===== src/rtl/lfu_pkg.sv =====
// ----------------------------------------------------------------------------
// lfu_pkg: shared types and constants of the LFU cache table
// Controller states, command/status bundles and field widths.
// ----------------------------------------------------------------------------
`default_nettype none

package lfu_pkg;

    localparam int          ENTRIES_DEF = 16;
    localparam int          CAP_W       = 5;
    localparam int          KEY_W       = 32;
    localparam int          DATA_W      = 32;
    localparam int          USE_W       = 32;
    localparam logic [CAP_W-1:0] CAP_RESET = 5'd16;
    localparam logic [USE_W-1:0] USE_MAX   = '1;

    localparam logic OP_GET = 1'b0;
    localparam logic OP_PUT = 1'b1;

    typedef enum logic [2:0] {
        S_IDLE,
        S_SCAN,
        S_DECIDE,
        S_EVICT,
        S_RESP
    } t_state;

    typedef struct packed {
        logic latch;       // capture request
        logic clr;         // restart scan
        logic scan;        // issue scan reads
        logic touch;       // bump uses and make hit entry most recent
        logic write_data;  // overwrite value of hit entry
        logic insert;      // store new entry in first free slot
        logic evict;       // drop the current victim
        logic load_out;    // load the result register
    } t_cmd;

    typedef struct packed {
        logic op;
        logic hit;
        logic cap_zero;
        logic occ_ge_cap;
        logic scan_done;
        logic out_free;
    } t_sts;

endpackage

`default_nettype wire


===== src/rtl/lfu_ctrl.sv =====
// ----------------------------------------------------------------------------
// lfu_ctrl: request sequencer of the LFU cache table
// Steps each request through scan, decision, eviction and response.
// ----------------------------------------------------------------------------
`default_nettype none

module lfu_ctrl import lfu_pkg::*; (
    input  wire   i_clk,
    input  wire   i_rst_n,
    input  wire   i_s_tvalid,
    output logic  o_s_tready,
    input  t_sts  i_sts,
    output t_cmd  o_cmd
);

    t_state r_state, n_state;

    always_ff @(posedge i_clk) begin
        if (!i_rst_n) begin
            r_state <= S_IDLE;
        end else begin
            r_state <= n_state;
        end
    end

    always_comb begin
        n_state = r_state;
        unique case (r_state)
            S_IDLE: begin
                if (i_s_tvalid) n_state = S_SCAN;
            end
            S_SCAN: begin
                if (i_sts.scan_done) n_state = S_DECIDE;
            end
            S_DECIDE: begin
                if (i_sts.op == OP_PUT && !i_sts.cap_zero && !i_sts.hit && i_sts.occ_ge_cap)
                    n_state = S_EVICT;
                else
                    n_state = S_RESP;
            end
            S_EVICT: n_state = S_SCAN;
            S_RESP: begin
                if (i_sts.out_free) n_state = S_IDLE;
            end
            default: n_state = S_IDLE;
        endcase
    end

    always_comb begin
        o_cmd      = '0;
        o_s_tready = 1'b0;
        unique case (r_state)
            S_IDLE: begin
                o_s_tready = 1'b1;
                o_cmd.latch = i_s_tvalid;
                o_cmd.clr   = i_s_tvalid;
            end
            S_SCAN: o_cmd.scan = 1'b1;
            S_DECIDE: begin
                if (i_sts.op == OP_GET) begin
                    o_cmd.touch = i_sts.hit;
                end else if (!i_sts.cap_zero) begin
                    o_cmd.touch      = i_sts.hit;
                    o_cmd.write_data = i_sts.hit;
                    o_cmd.insert     = !i_sts.hit && !i_sts.occ_ge_cap;
                end
            end
            S_EVICT: begin
                o_cmd.evict = 1'b1;
                o_cmd.clr   = 1'b1;
            end
            S_RESP: o_cmd.load_out = i_sts.out_free;
            default: ;
        endcase
    end

endmodule

`default_nettype wire


===== src/rtl/lfu_datapath.sv =====
// ----------------------------------------------------------------------------
// lfu_datapath: entry storage and scan logic of the LFU cache table
// Key/value/use memories, valid bits, recency ranks, victim search.
// ----------------------------------------------------------------------------
`default_nettype none

module lfu_datapath import lfu_pkg::*; #(
    parameter int ENTRIES = ENTRIES_DEF
) (
    input  wire               i_clk,
    input  wire               i_rst_n,
    input  t_cmd              i_cmd,
    output t_sts              o_sts,
    input  wire               i_s_tuser,
    input  wire  [63:0]       i_s_tdata,
    input  wire               i_cfg_valid,
    input  wire  [7:0]        i_cfg_data,
    output logic              o_m_tvalid,
    input  wire               i_m_tready,
    output logic              o_m_tuser,
    output logic [31:0]       o_m_tdata
);

    localparam int IW = (ENTRIES > 1) ? $clog2(ENTRIES) : 1;
    localparam int CW = $clog2(ENTRIES + 1);

    logic [KEY_W-1:0]  key_mem  [ENTRIES];
    logic [DATA_W-1:0] data_mem [ENTRIES];
    logic [USE_W-1:0]  uses_mem [ENTRIES];

    logic [ENTRIES-1:0] r_valid;
    logic [IW-1:0]      r_rec [ENTRIES];

    logic               r_op;
    logic [KEY_W-1:0]   r_key;
    logic [DATA_W-1:0]  r_val;
    logic [CAP_W-1:0]   r_cap;

    logic [CW-1:0]      r_cnt;
    logic               r_rd_vld;
    logic [IW-1:0]      r_rd_idx;
    logic [KEY_W-1:0]   r_rd_key;
    logic [USE_W-1:0]   r_rd_uses;
    logic [DATA_W-1:0]  r_data_rd;

    logic               r_hit;
    logic [IW-1:0]      r_hit_idx;
    logic [USE_W-1:0]   r_hit_uses;
    logic               r_have;
    logic [IW-1:0]      r_v_idx;
    logic [USE_W-1:0]   r_v_uses;
    logic [IW-1:0]      r_v_rec;
    logic               r_free_ok;
    logic [IW-1:0]      r_free_idx;
    logic [CW-1:0]      r_occ;

    logic               r_out_valid;
    logic               r_out_found;
    logic [DATA_W-1:0]  r_out_data;

    logic [IW-1:0]      rd_addr;
    logic               issue;
    logic               cv, match, better, free_here;
    logic [31:0]        cap_eff;
    logic [IW-1:0]      hit_rec;
    logic [USE_W-1:0]   uses_inc;

    assign rd_addr = r_cnt[IW-1:0];
    assign issue   = i_cmd.scan && (32'(r_cnt) < ENTRIES);

    // compare stage on last cycle's read
    assign cv        = r_rd_vld && r_valid[r_rd_idx];
    assign match     = cv && (r_rd_key == r_key) && !r_hit;
    assign better    = cv && (!r_have || (r_rd_uses < r_v_uses) ||
                       (r_rd_uses == r_v_uses && r_rec[r_rd_idx] > r_v_rec));
    assign free_here = r_rd_vld && !r_valid[r_rd_idx] && !r_free_ok;

    assign cap_eff  = (32'(r_cap) > ENTRIES) ? ENTRIES : 32'(r_cap);
    assign hit_rec  = r_rec[r_hit_idx];
    assign uses_inc = (r_hit_uses == USE_MAX) ? r_hit_uses : r_hit_uses + 1'b1;

    assign o_sts.op         = r_op;
    assign o_sts.hit        = r_hit;
    assign o_sts.cap_zero   = (r_cap == '0);
    assign o_sts.occ_ge_cap = (32'(r_occ) >= cap_eff);
    assign o_sts.scan_done  = r_rd_vld && (r_rd_idx == IW'(ENTRIES - 1));
    assign o_sts.out_free   = !r_out_valid || i_m_tready;

    always_ff @(posedge i_clk) begin
        if (!i_rst_n) begin
            r_cap <= CAP_RESET;
        end else if (i_cfg_valid) begin
            r_cap <= i_cfg_data[CAP_W-1:0];
        end
    end

    always_ff @(posedge i_clk) begin
        if (i_cmd.latch) begin
            r_op  <= i_s_tuser;
            r_key <= i_s_tdata[31:0];
            r_val <= i_s_tdata[63:32];
        end
    end

    // memories
    always_ff @(posedge i_clk) begin
        r_rd_key  <= key_mem[rd_addr];
        r_rd_uses <= uses_mem[rd_addr];
        r_data_rd <= data_mem[r_hit_idx];
        if (i_cmd.insert) begin
            key_mem[r_free_idx]  <= r_key;
            data_mem[r_free_idx] <= r_val;
            uses_mem[r_free_idx] <= USE_W'(1);
        end else begin
            if (i_cmd.write_data) data_mem[r_hit_idx] <= r_val;
            if (i_cmd.touch)      uses_mem[r_hit_idx] <= uses_inc;
        end
    end

    // scan sequencer and trackers
    always_ff @(posedge i_clk) begin
        if (!i_rst_n) begin
            r_cnt    <= '0;
            r_rd_vld <= 1'b0;
            r_hit    <= 1'b0;
            r_have   <= 1'b0;
            r_free_ok <= 1'b0;
            r_occ    <= '0;
        end else if (i_cmd.clr) begin
            r_cnt    <= '0;
            r_rd_vld <= 1'b0;
            r_hit    <= 1'b0;
            r_have   <= 1'b0;
            r_free_ok <= 1'b0;
            r_occ    <= '0;
        end else begin
            r_rd_vld <= issue;
            if (issue) r_cnt <= r_cnt + 1'b1;
            if (cv) r_occ <= r_occ + 1'b1;
            if (match) begin
                r_hit      <= 1'b1;
                r_hit_idx  <= r_rd_idx;
                r_hit_uses <= r_rd_uses;
            end
            if (better) begin
                r_have   <= 1'b1;
                r_v_idx  <= r_rd_idx;
                r_v_uses <= r_rd_uses;
                r_v_rec  <= r_rec[r_rd_idx];
            end
            if (free_here) begin
                r_free_ok  <= 1'b1;
                r_free_idx <= r_rd_idx;
            end
        end
        if (issue) r_rd_idx <= rd_addr;
    end

    // valid bits and recency ranks
    always_ff @(posedge i_clk) begin
        if (!i_rst_n) begin
            r_valid <= '0;
            for (int i = 0; i < ENTRIES; i++) r_rec[i] <= '0;
        end else if (i_cmd.evict) begin
            for (int i = 0; i < ENTRIES; i++) begin
                if (IW'(i) == r_v_idx) begin
                    r_valid[i] <= 1'b0;
                    r_rec[i]   <= '0;
                end else if (r_valid[i] && r_rec[i] > r_v_rec) begin
                    r_rec[i] <= r_rec[i] - 1'b1;
                end
            end
        end else if (i_cmd.insert) begin
            for (int i = 0; i < ENTRIES; i++) begin
                if (IW'(i) == r_free_idx) begin
                    r_valid[i] <= 1'b1;
                    r_rec[i]   <= '0;
                end else if (r_valid[i]) begin
                    r_rec[i] <= r_rec[i] + 1'b1;
                end
            end
        end else if (i_cmd.touch) begin
            for (int i = 0; i < ENTRIES; i++) begin
                if (IW'(i) == r_hit_idx) begin
                    r_rec[i] <= '0;
                end else if (r_valid[i] && r_rec[i] < hit_rec) begin
                    r_rec[i] <= r_rec[i] + 1'b1;
                end
            end
        end
    end

    // result register
    always_ff @(posedge i_clk) begin
        if (!i_rst_n) begin
            r_out_valid <= 1'b0;
        end else if (i_cmd.load_out) begin
            r_out_valid <= 1'b1;
        end else if (i_m_tready) begin
            r_out_valid <= 1'b0;
        end
        if (i_cmd.load_out) begin
            r_out_found <= (r_op == OP_GET) && r_hit;
            r_out_data  <= ((r_op == OP_GET) && r_hit) ? r_data_rd : '0;
        end
    end

    assign o_m_tvalid = r_out_valid;
    assign o_m_tuser  = r_out_found;
    assign o_m_tdata  = r_out_data;

endmodule

`default_nettype wire


===== src/rtl/lfu_cache_table_top.sv =====
// ----------------------------------------------------------------------------
// lfu_cache_table_top: key-value cache with LFU replacement, LRU tie break
//
// Requests enter on the s-side stream: tuser = op (0 get, 1 put),
// tdata = {value, key}. One result per request leaves on the m-side:
// tuser = found, tdata = read_value (zero unless a get hits).
// The capacity register is written on the cfg channel (always ready).
// Write it only while no request is in flight; the block does not check.
// A request is taken when the block is idle. The sequencer then reads
// all ENTRIES slots one per cycle through the key and use memories,
// finding the key match, the free slot and the eviction victim. A put
// that misses on a full table evicts the victim and scans again before
// the result is loaded into the output register.
// The result sits in an output register; a stalled receiver holds the
// block in its response step until the previous result is taken.
// Reset empties the table and sets capacity to 16.
// ----------------------------------------------------------------------------
`default_nettype none

module lfu_cache_table_top import lfu_pkg::*; #(
    parameter int ENTRIES = ENTRIES_DEF
) (
    input  wire         i_clk,
    input  wire         i_rst_n,
    input  wire         i_s_tvalid,
    output logic        o_s_tready,
    input  wire         i_s_tuser,   // [0] op
    input  wire  [63:0] i_s_tdata,   // [31:0] key, [63:32] value
    input  wire         i_cfg_valid,
    output logic        o_cfg_ready,
    input  wire  [7:0]  i_cfg_data,  // [4:0] capacity
    output logic        o_m_tvalid,
    input  wire         i_m_tready,
    output logic        o_m_tuser,   // [0] found
    output logic [31:0] o_m_tdata    // [31:0] read_value
);

    t_cmd cmd;
    t_sts sts;

    assign o_cfg_ready = 1'b1;

    lfu_ctrl u_ctrl (
        .i_clk      (i_clk),
        .i_rst_n    (i_rst_n),
        .i_s_tvalid (i_s_tvalid),
        .o_s_tready (o_s_tready),
        .i_sts      (sts),
        .o_cmd      (cmd)
    );

    lfu_datapath #(.ENTRIES(ENTRIES)) u_dp (
        .i_clk       (i_clk),
        .i_rst_n     (i_rst_n),
        .i_cmd       (cmd),
        .o_sts       (sts),
        .i_s_tuser   (i_s_tuser),
        .i_s_tdata   (i_s_tdata),
        .i_cfg_valid (i_cfg_valid),
        .i_cfg_data  (i_cfg_data),
        .o_m_tvalid  (o_m_tvalid),
        .i_m_tready  (i_m_tready),
        .o_m_tuser   (o_m_tuser),
        .o_m_tdata   (o_m_tdata)
    );

    a_busy_after_accept: assert property (@(posedge i_clk) disable iff (!i_rst_n)
        (i_s_tvalid && o_s_tready) |=> !o_s_tready)
        else $error("request taken while busy");

    a_miss_zero: assert property (@(posedge i_clk) disable iff (!i_rst_n)
        (o_m_tvalid && !o_m_tuser) |-> (o_m_tdata == '0))
        else $error("nonzero value without hit");

    a_scan_only_when_busy: assert property (@(posedge i_clk) disable iff (!i_rst_n)
        (cmd.insert || cmd.evict || cmd.touch) |-> !o_s_tready)
        else $error("table update while idle");

endmodule

`default_nettype wire


===== config.mk =====
export PLATFORM = sky130hd
export DESIGN_NAME = lfu_cache_table_top
export DESIGN_NICKNAME = d
export VERILOG_FILES = /design/src/rtl/lfu_pkg.sv /design/src/rtl/lfu_ctrl.sv /design/src/rtl/lfu_datapath.sv /design/src/rtl/lfu_cache_table_top.sv
export SDC_FILE = /design/constraint.sdc
export NUM_CORES = 2
export LEC_CHECK = 0
export BUFFER_PORTS_ARGS = -buffer_cell sky130_fd_sc_hd__buf_2
export CORE_UTILIZATION = 52
export DETAILED_ROUTE_END_ITERATION = 6
export PLACE_DENSITY = 0.7
export SKIP_CTS_REPAIR_TIMING = 1
export SYNTH_ARGS = -nofsm -noshare
export SYNTH_HDL_FRONTEND = slang
export SYNTH_HIERARCHICAL = 1
export SYNTH_SLANG_ARGS = --single-unit

===== constraint.sdc =====
create_clock -name i_clk -period 10.43 [get_ports i_clk]
set_clock_uncertainty 0.1 [all_clocks]
set_input_delay 0.5215 -clock i_clk [delete_from_list [all_inputs] [get_ports i_clk]]
set_output_delay 0.5215 -clock i_clk [all_outputs]
set_load 0.05 [all_outputs]

======== After elaboration in Yosys (flattened, before gate mapping) ========
Memory sizes are Yosys's and may differ from the RTL's. A register that Yosys moved wholly into a read port is not among the register bits.
Index checks and enable logic that the tools add are counted.
word-level totals
  input port bits ......................... 78
  memory bits (writable) .................. 1600
  memories kept ........................... 4
  bits in latches ......................... 0
  memory bits (read-only) ................. 0
  flip-flop bits (word level) ............. 221
  word-level logic and storage cells ...... 1083
memories
  memory         words  width  read ports  clocked after memory_dff  wr ports  RTL line            source
  u_dp.data_mem  16     32     1           1                         1         lfu_datapath.sv:28  logic [DATA_W-1:0] data_mem [ENTRIES];
  u_dp.key_mem   16     32     1           1                         1         lfu_datapath.sv:27  logic [KEY_W-1:0] key_mem [ENTRIES];
  u_dp.uses_mem  16     32     1           1                         1         lfu_datapath.sv:29  logic [USE_W-1:0] uses_mem [ENTRIES];
  u_dp.r_rec     16     4      18          2                         16        lfu_datapath.sv:32  logic [IW-1:0] r_rec [ENTRIES];
cells by class
  bitwise logic cells ..................... 99
  equal/unequal tests ..................... 72
  multiply operators ...................... 0
  reduce and logical (&&, ||, !) cells .... 102
  $lt $le $gt $ge ......................... 38
  $add $sub $neg .......................... 35
  mux-type cells .......................... 696
  shifts and indexed selects .............. 0
  divide/modulo/power cells ............... 0
operator list
  cell                   number
  $mux 1                 580
  $mux 4                 100
  $eq 4x4->1 const A     24
  $mux 32                3
  $or 1x1->1             96
  $gt 4x4->1             17
  $add 4x1->4 const B    16
  $eq 32x32->1           2
  $lt 4x4->1             16
  $reduce_or 32->1       2
  $sub 4x1->4 const B    16
  $reduce_and 3->1       20
  $eq 3x4->1 const A     12
  $logic_and 1x1->1      46
  $reduce_bool 2->1      18
  $ne 2x1->1 const B     17
  $add 32x1->32 const B  1
  $eq 32x32->1 const B   1
  $ge 5x32->1            1
  $lt 32x32->1           1
  $mux 16                2
  $eq 2x4->1 const A     6
  $mux 3                 6
  $pmux 3 s5             1
  other kinds (21)       38

======== Depth between registers and ports, before layout ========
  depth in word-level cells ............... 16
  gate-level depth with buffers ........... 19
  mapped depth without buffers ............ 16

======== Hierarchy ========
The synthesis kept the hierarchy.
modules (own cells, without submodules)
  module               times used  area each (sq um)  cells an instance  seq. area each (sq um)
  lfu_datapath         1           78376.4            4057               56314.0
  lfu_ctrl             1           306.5              35                 60.1
  lfu_cache_table_top  1           11.3               2                  0.0

======== Worst setup path before layout ========
OpenSTA, ideal clock, no wires.
  path type ............................... register -> register
  start ................................... register u_dp.r_occ[0]
  end ..................................... memory u_dp.uses_mem[0][0], enable pin
  library setup time ...................... 0.387 ns
  slack ................................... 4.547 ns
  arrival ................................. 5.396 ns
  period minus slack after synthesis ...... 5.883 ns
  path buffers ............................ 1
  stages on the path, launching flop included .. 16
  cells stage by stage .................... dfxtp_1 -> inv_1 -> ha_1 -> nand2b_1 -> a21o_1 -> a21oi_1 -> nor2b_1 -> o21ai_0 -> nand2b_1 -> nor3_1 -> clkbuf_1 -> nor2b_1 -> nand2b_1 -> nor3_1 -> a31oi_1 -> inv_1
RTL lines
  what                      RTL line             source
  start: declaration        lfu_datapath.sv:55   logic [CW-1:0] r_occ;
  start signal: assignment  lfu_datapath.sv:139  if (cv) r_occ <= r_occ + 1'b1;
  end: declaration          lfu_datapath.sv:29

==> impl_metrics.py <==
metrics = {
    "run_status": {
        "status": "finished, violations left",
        "violations": "DRC, hold timing",
    },
    "sta": {
        "min_period_over_period_pct": 49.2,
        "drv_slew": 0,
        "post-route-min-period_ns": 5.14,
        "tns_ns": 0,
        "setup_viol": 0,
        "rsz0062_at_grt": "false",
        "finalHoldViolations": 1,
        "worst_pin_slew_ns": 1.28,
        "relSlewSlack_pct": 14.6,
        "max_freq_mhz": 195,
        "hold-worst-slack_ns": -0.0221,
        "setup_ws_ns": 5.29,
    },
    "setup_path": {
        "slowest_stage": "nor3_4",
        "crit_fanout": 35,
        "critPathKind": "reg -> reg",
        "crit_path_cell_trace": "nor2b_1 -> ha_1 -> nand2b_1 -> a21o_1 -> a21oi_1 -> nor2b_1 -> o21ai_0 -> nand2b_1 -> nor3_1 -> buf_4 -> nand2b_2 -> nor3_4 -> buf_4 -> nor4bb_1 -> a21oi_1 -> a41oi_1 -> nor2_1 -> o211ai_1",
        "cpPeakStageDelay_ns": 0.75,
        "start_kind": "flop",
        "critPathCaptureType": "flop",
        "worstPathArrival_ns": 5.52,
        "worstPathRequired_ns": 10.82,
    },
    "pwr": {
        "powerDensity_mw_per_mm2": 177,
        "seq_power_share_pct": 54.3,
        "power.internal_uw": 12500,
        "swShare_pct": 20.5,
        "clkPwrFrac_pct": 43.4,
        "comb_power_share_pct": 2.3,
        "irDropWorstVdd_uv": 163,
        "p_leak_uw": 0.0274,
        "switching_power_uw": 3220,
    },
    "final_layout": {
        "multi_input_area_mm2": 0.0215,
        "syn2layout_area_growth_pct": 13.3,
        "ff_latch_area_mm2": 0.0564,
        "nNetsFinal": 4627,
        "nFillCells": 10600,
        "final_cells": 6544,
        "drive_gt1_share_pct": 24.1,
        "final_util_pct": 59.4,
    },
    "clock_tree": {
        "clock_latency_ns": 0.85,
        "cts.sinks": 1925,
        "h-tree-depth": 4,
        "clockBufferDepth": 3,
        "clk_pin_slew_ns": 0.06,
        "cts_tree": "built",
        "cts_buffers": 188,
        "cts_root_buffer": "clkbuf_16",
    },
    "route": {
        "drt-initial-drc-count": 4438,
        "vias_per_cell": 6.21,
        "antenna_left": 0,
        "vias": 40700,
        "wl_per_cell_um": 27.1,
        "drc_errors": 1,
        "drt-total-wl_um": 177000,
        "first_pass_iters": 7,
    },
    "synth": {
        "syn_area_mm2": 0.0787,
        "avgSynthCellArea_um2": 19.2,
        "yosys_warnings": 6,
        "ys_async_sr_fraction_pct": 0,
        "ys.flop_type": "edfxtp_1",
        "synth-seq-cells": 1925,
        "syn_inst": 4094,
        "seq_area_frac_synth_pct": 71.6,
        "synthDistinctLibCells": 78,
        "synth_edf_count": 1782,
        "syn_nets": 4360,
    },
    "flow_run": {
        "cap_viol_max_count": 0,
    },
    "floorplanning": {
        "coreArea_mm2": 0.150,
        "die_w_um": 391,
        "rows": 142,
        "fp.dieH_um": 391,
        "io_pins": 114,
        "dieArea_mm2": 0.153,
        "initial_core_util_pct": 52.5,
    },
    "placed_design": {
        "post-place-ws_ns": 5.36,
        "hpwl_um": 93400,
        "place_inst": 6111,
        "port_buffers": 109,
        "routabilityCongestion": 0.909,
    },
    "global_routing": {
        "antenna_found_initial": 7,
        "grt_start_max_net_pins": 155,
        "grt.total_usage_pct": 23.4,
        "grt_overflow": 0,
        "grt_pass1_wl_um": 262000,
        "grt_pass1_vias": 40700,
    },
    "min_path": {
        "hp-class": "in -> reg",
    },
}
## power groups by stage
stage	registers, µW	logic, µW	clock network [µW]
finish	8550	369	6840
global route	8550	402	7230
CTS	8540	348	6940
detailed placement	8710	346	0
global placement	8700	340	0
floorplan	8650	273	0
## stage by stage
step	total power, µW	hold WS (ns)	area (µm²)
after floorplan	8920	0.306	78700
after global placement	9040	0.337	82000
after detailed placement	9050	0.351	82000
after CTS	15800	-0.306	88400
after global routing	16200	-0.0234	89100
final	15800	-0.0221	89100
## worst paths after layout
| path | startpoint | to | slack [ns] | cells past startpoint |
|---|---|---|---|---|
| worst min register to register | u_dp/r_free_ok | u_dp/r_free_ok | 0.38 | 2 |
| worst min-delay path | i_cfg_valid | u_dp/r_cap[1] | -0.02 | 3 |
| worst max register to register | u_dp/r_cap[0] | u_dp/r_rec[8][0] | 5.29 | 18 |
| worst max-delay path | u_dp/r_cap[0] | u_dp/r_rec[8][0] | 5.29 | 18 |
## cell type report
| type | instances | share of cell area (%) |
|---|---|---|
| antenna | 2 | 0.00561 |
| multi-input combinational | 1870 | 24.1 |
| clock buffer | 259 | 5.89 |
| timing repair buffer | 261 | 2.16 |
| tap | 2016 | 2.83 |
| inverter | 115 | 0.484 |
| sequential | 1925 | 63.3 |
| clock inverter | 96 | 1.25 |
## kinds of logic (layout without fill, tap and decap cells)
logic type,after synthesis,in the layout,share of synthesized area [%]
flops,1925,1925,71.6
simple gates,682,682,4.56
mux,557,557,15.5
compound gates,369,369,3.04
buf+inv,299,731,1.49
fa+ha+maj,188,188,2.99
xor+xnor,73,73,0.812
other cells,1,3,0.00477
## per-layer routing
metal,up-vias,routed length (µm),track usage [%]
li1,17300,-,-
met1,21200,73200,33.3
met2,1816,85400,37.3
met3,305,14500,4.35
met4,4,4210,6.37
met5,-,25,0
## critical path: cells and delay by family (launching register included)
family | cells | cell delay (ns)
AO/OA/AOI/OAI | 6 | 0.97
adder cells (fa/ha/maj) | 1 | 0.26
buffers and inverters | 2 | 0.54
flip-flops | 1 | 0.32
AND/OR/NAND/NOR | 9 | 2.56
## flip-flops by register name (all words and copies together) (netlist names), 5 cells and up, named ones only
| signal | count |
|---|---|
| u_dp/data_mem | 512 |
| u_dp/key_mem | 512 |
| u_dp/uses_mem | 512 |
| u_dp/r_rec | 64 |
| u_dp/o_m_tdata | 32 |
| u_dp/r_data_rd | 32 |
| u_dp/r_hit_uses | 32 |
| u_dp/r_key | 32 |
| u_dp/r_rd_key | 32 |
| u_dp/r_rd_uses | 32 |
| u_dp/r_v_uses | 32 |
| u_dp/r_val | 32 |
| u_dp/r_valid | 16 |
| u_dp/r_cap | 5 |
| u_dp/r_cnt | 5 |
| u_dp/r_occ | 5 |
## cell usage after synthesis (18+ instances only)
master	number	share of area [%]
edfxtp_1	1782	68
o21a_1	38	0.36
a21oi_1	103	0.66
nand4_1	45	0.36
dfxtp_1	143	3.6
nor4_1	19	0.15
nor3_1	31	0.20
mux4_2	524	15
and2_1	42	0.33
inv_1	114	0.54
clkbuf_1	126	0.60
nor2_1	172	0.82
xor2_1	34	0.38
buf_1	43	0.21
nor2b_1	42	0.33
a31oi_1	24	0.19
mux2_2	18	0.26
nand2_1	123	0.59
and3_1	21	0.17
o21ai_0	72	0.46
xnor2_1	39	0.43
nand2b_1	31	0.25
or3_1	19	0.15
nand3_1	63	0.40
o211ai_1	18	0.17
a221oi_1	24	0.27
ha_1	188	3.0
## layout by cell type (no fill, tap or decap), types with 24 or more instances in the layout
cell type	synthesis	final
dlygate4sd3_1	0	76
edfxtp_1	1782	1782
clkbuf_1	126	44
inv_1	114	113
nand2_1	123	123
o21ai_0	72	72
mux4_2	524	524
ha_1	188	188
clkbuf_8	0	26
nor2b_1	42	41
clkbuf_16	0	189
nand3_1	63	63
nand2b_1	31	30
a21oi_1	103	103
and2_1	42	41
nor2_1	172	131
nor2_4	0	41
o21a_1	38	38
xor2_1	34	34
dfxtp_1	143	139
clkinv_2	0	29
buf_2	7	109
a221oi_1	24	24
buf_4	4	72
nor3_1	31	28
nand4_1	45	45
clkinv_1	1	27
a31oi_1	24	24
xnor2_1	39	39
(Power assumes the default switching activity.)
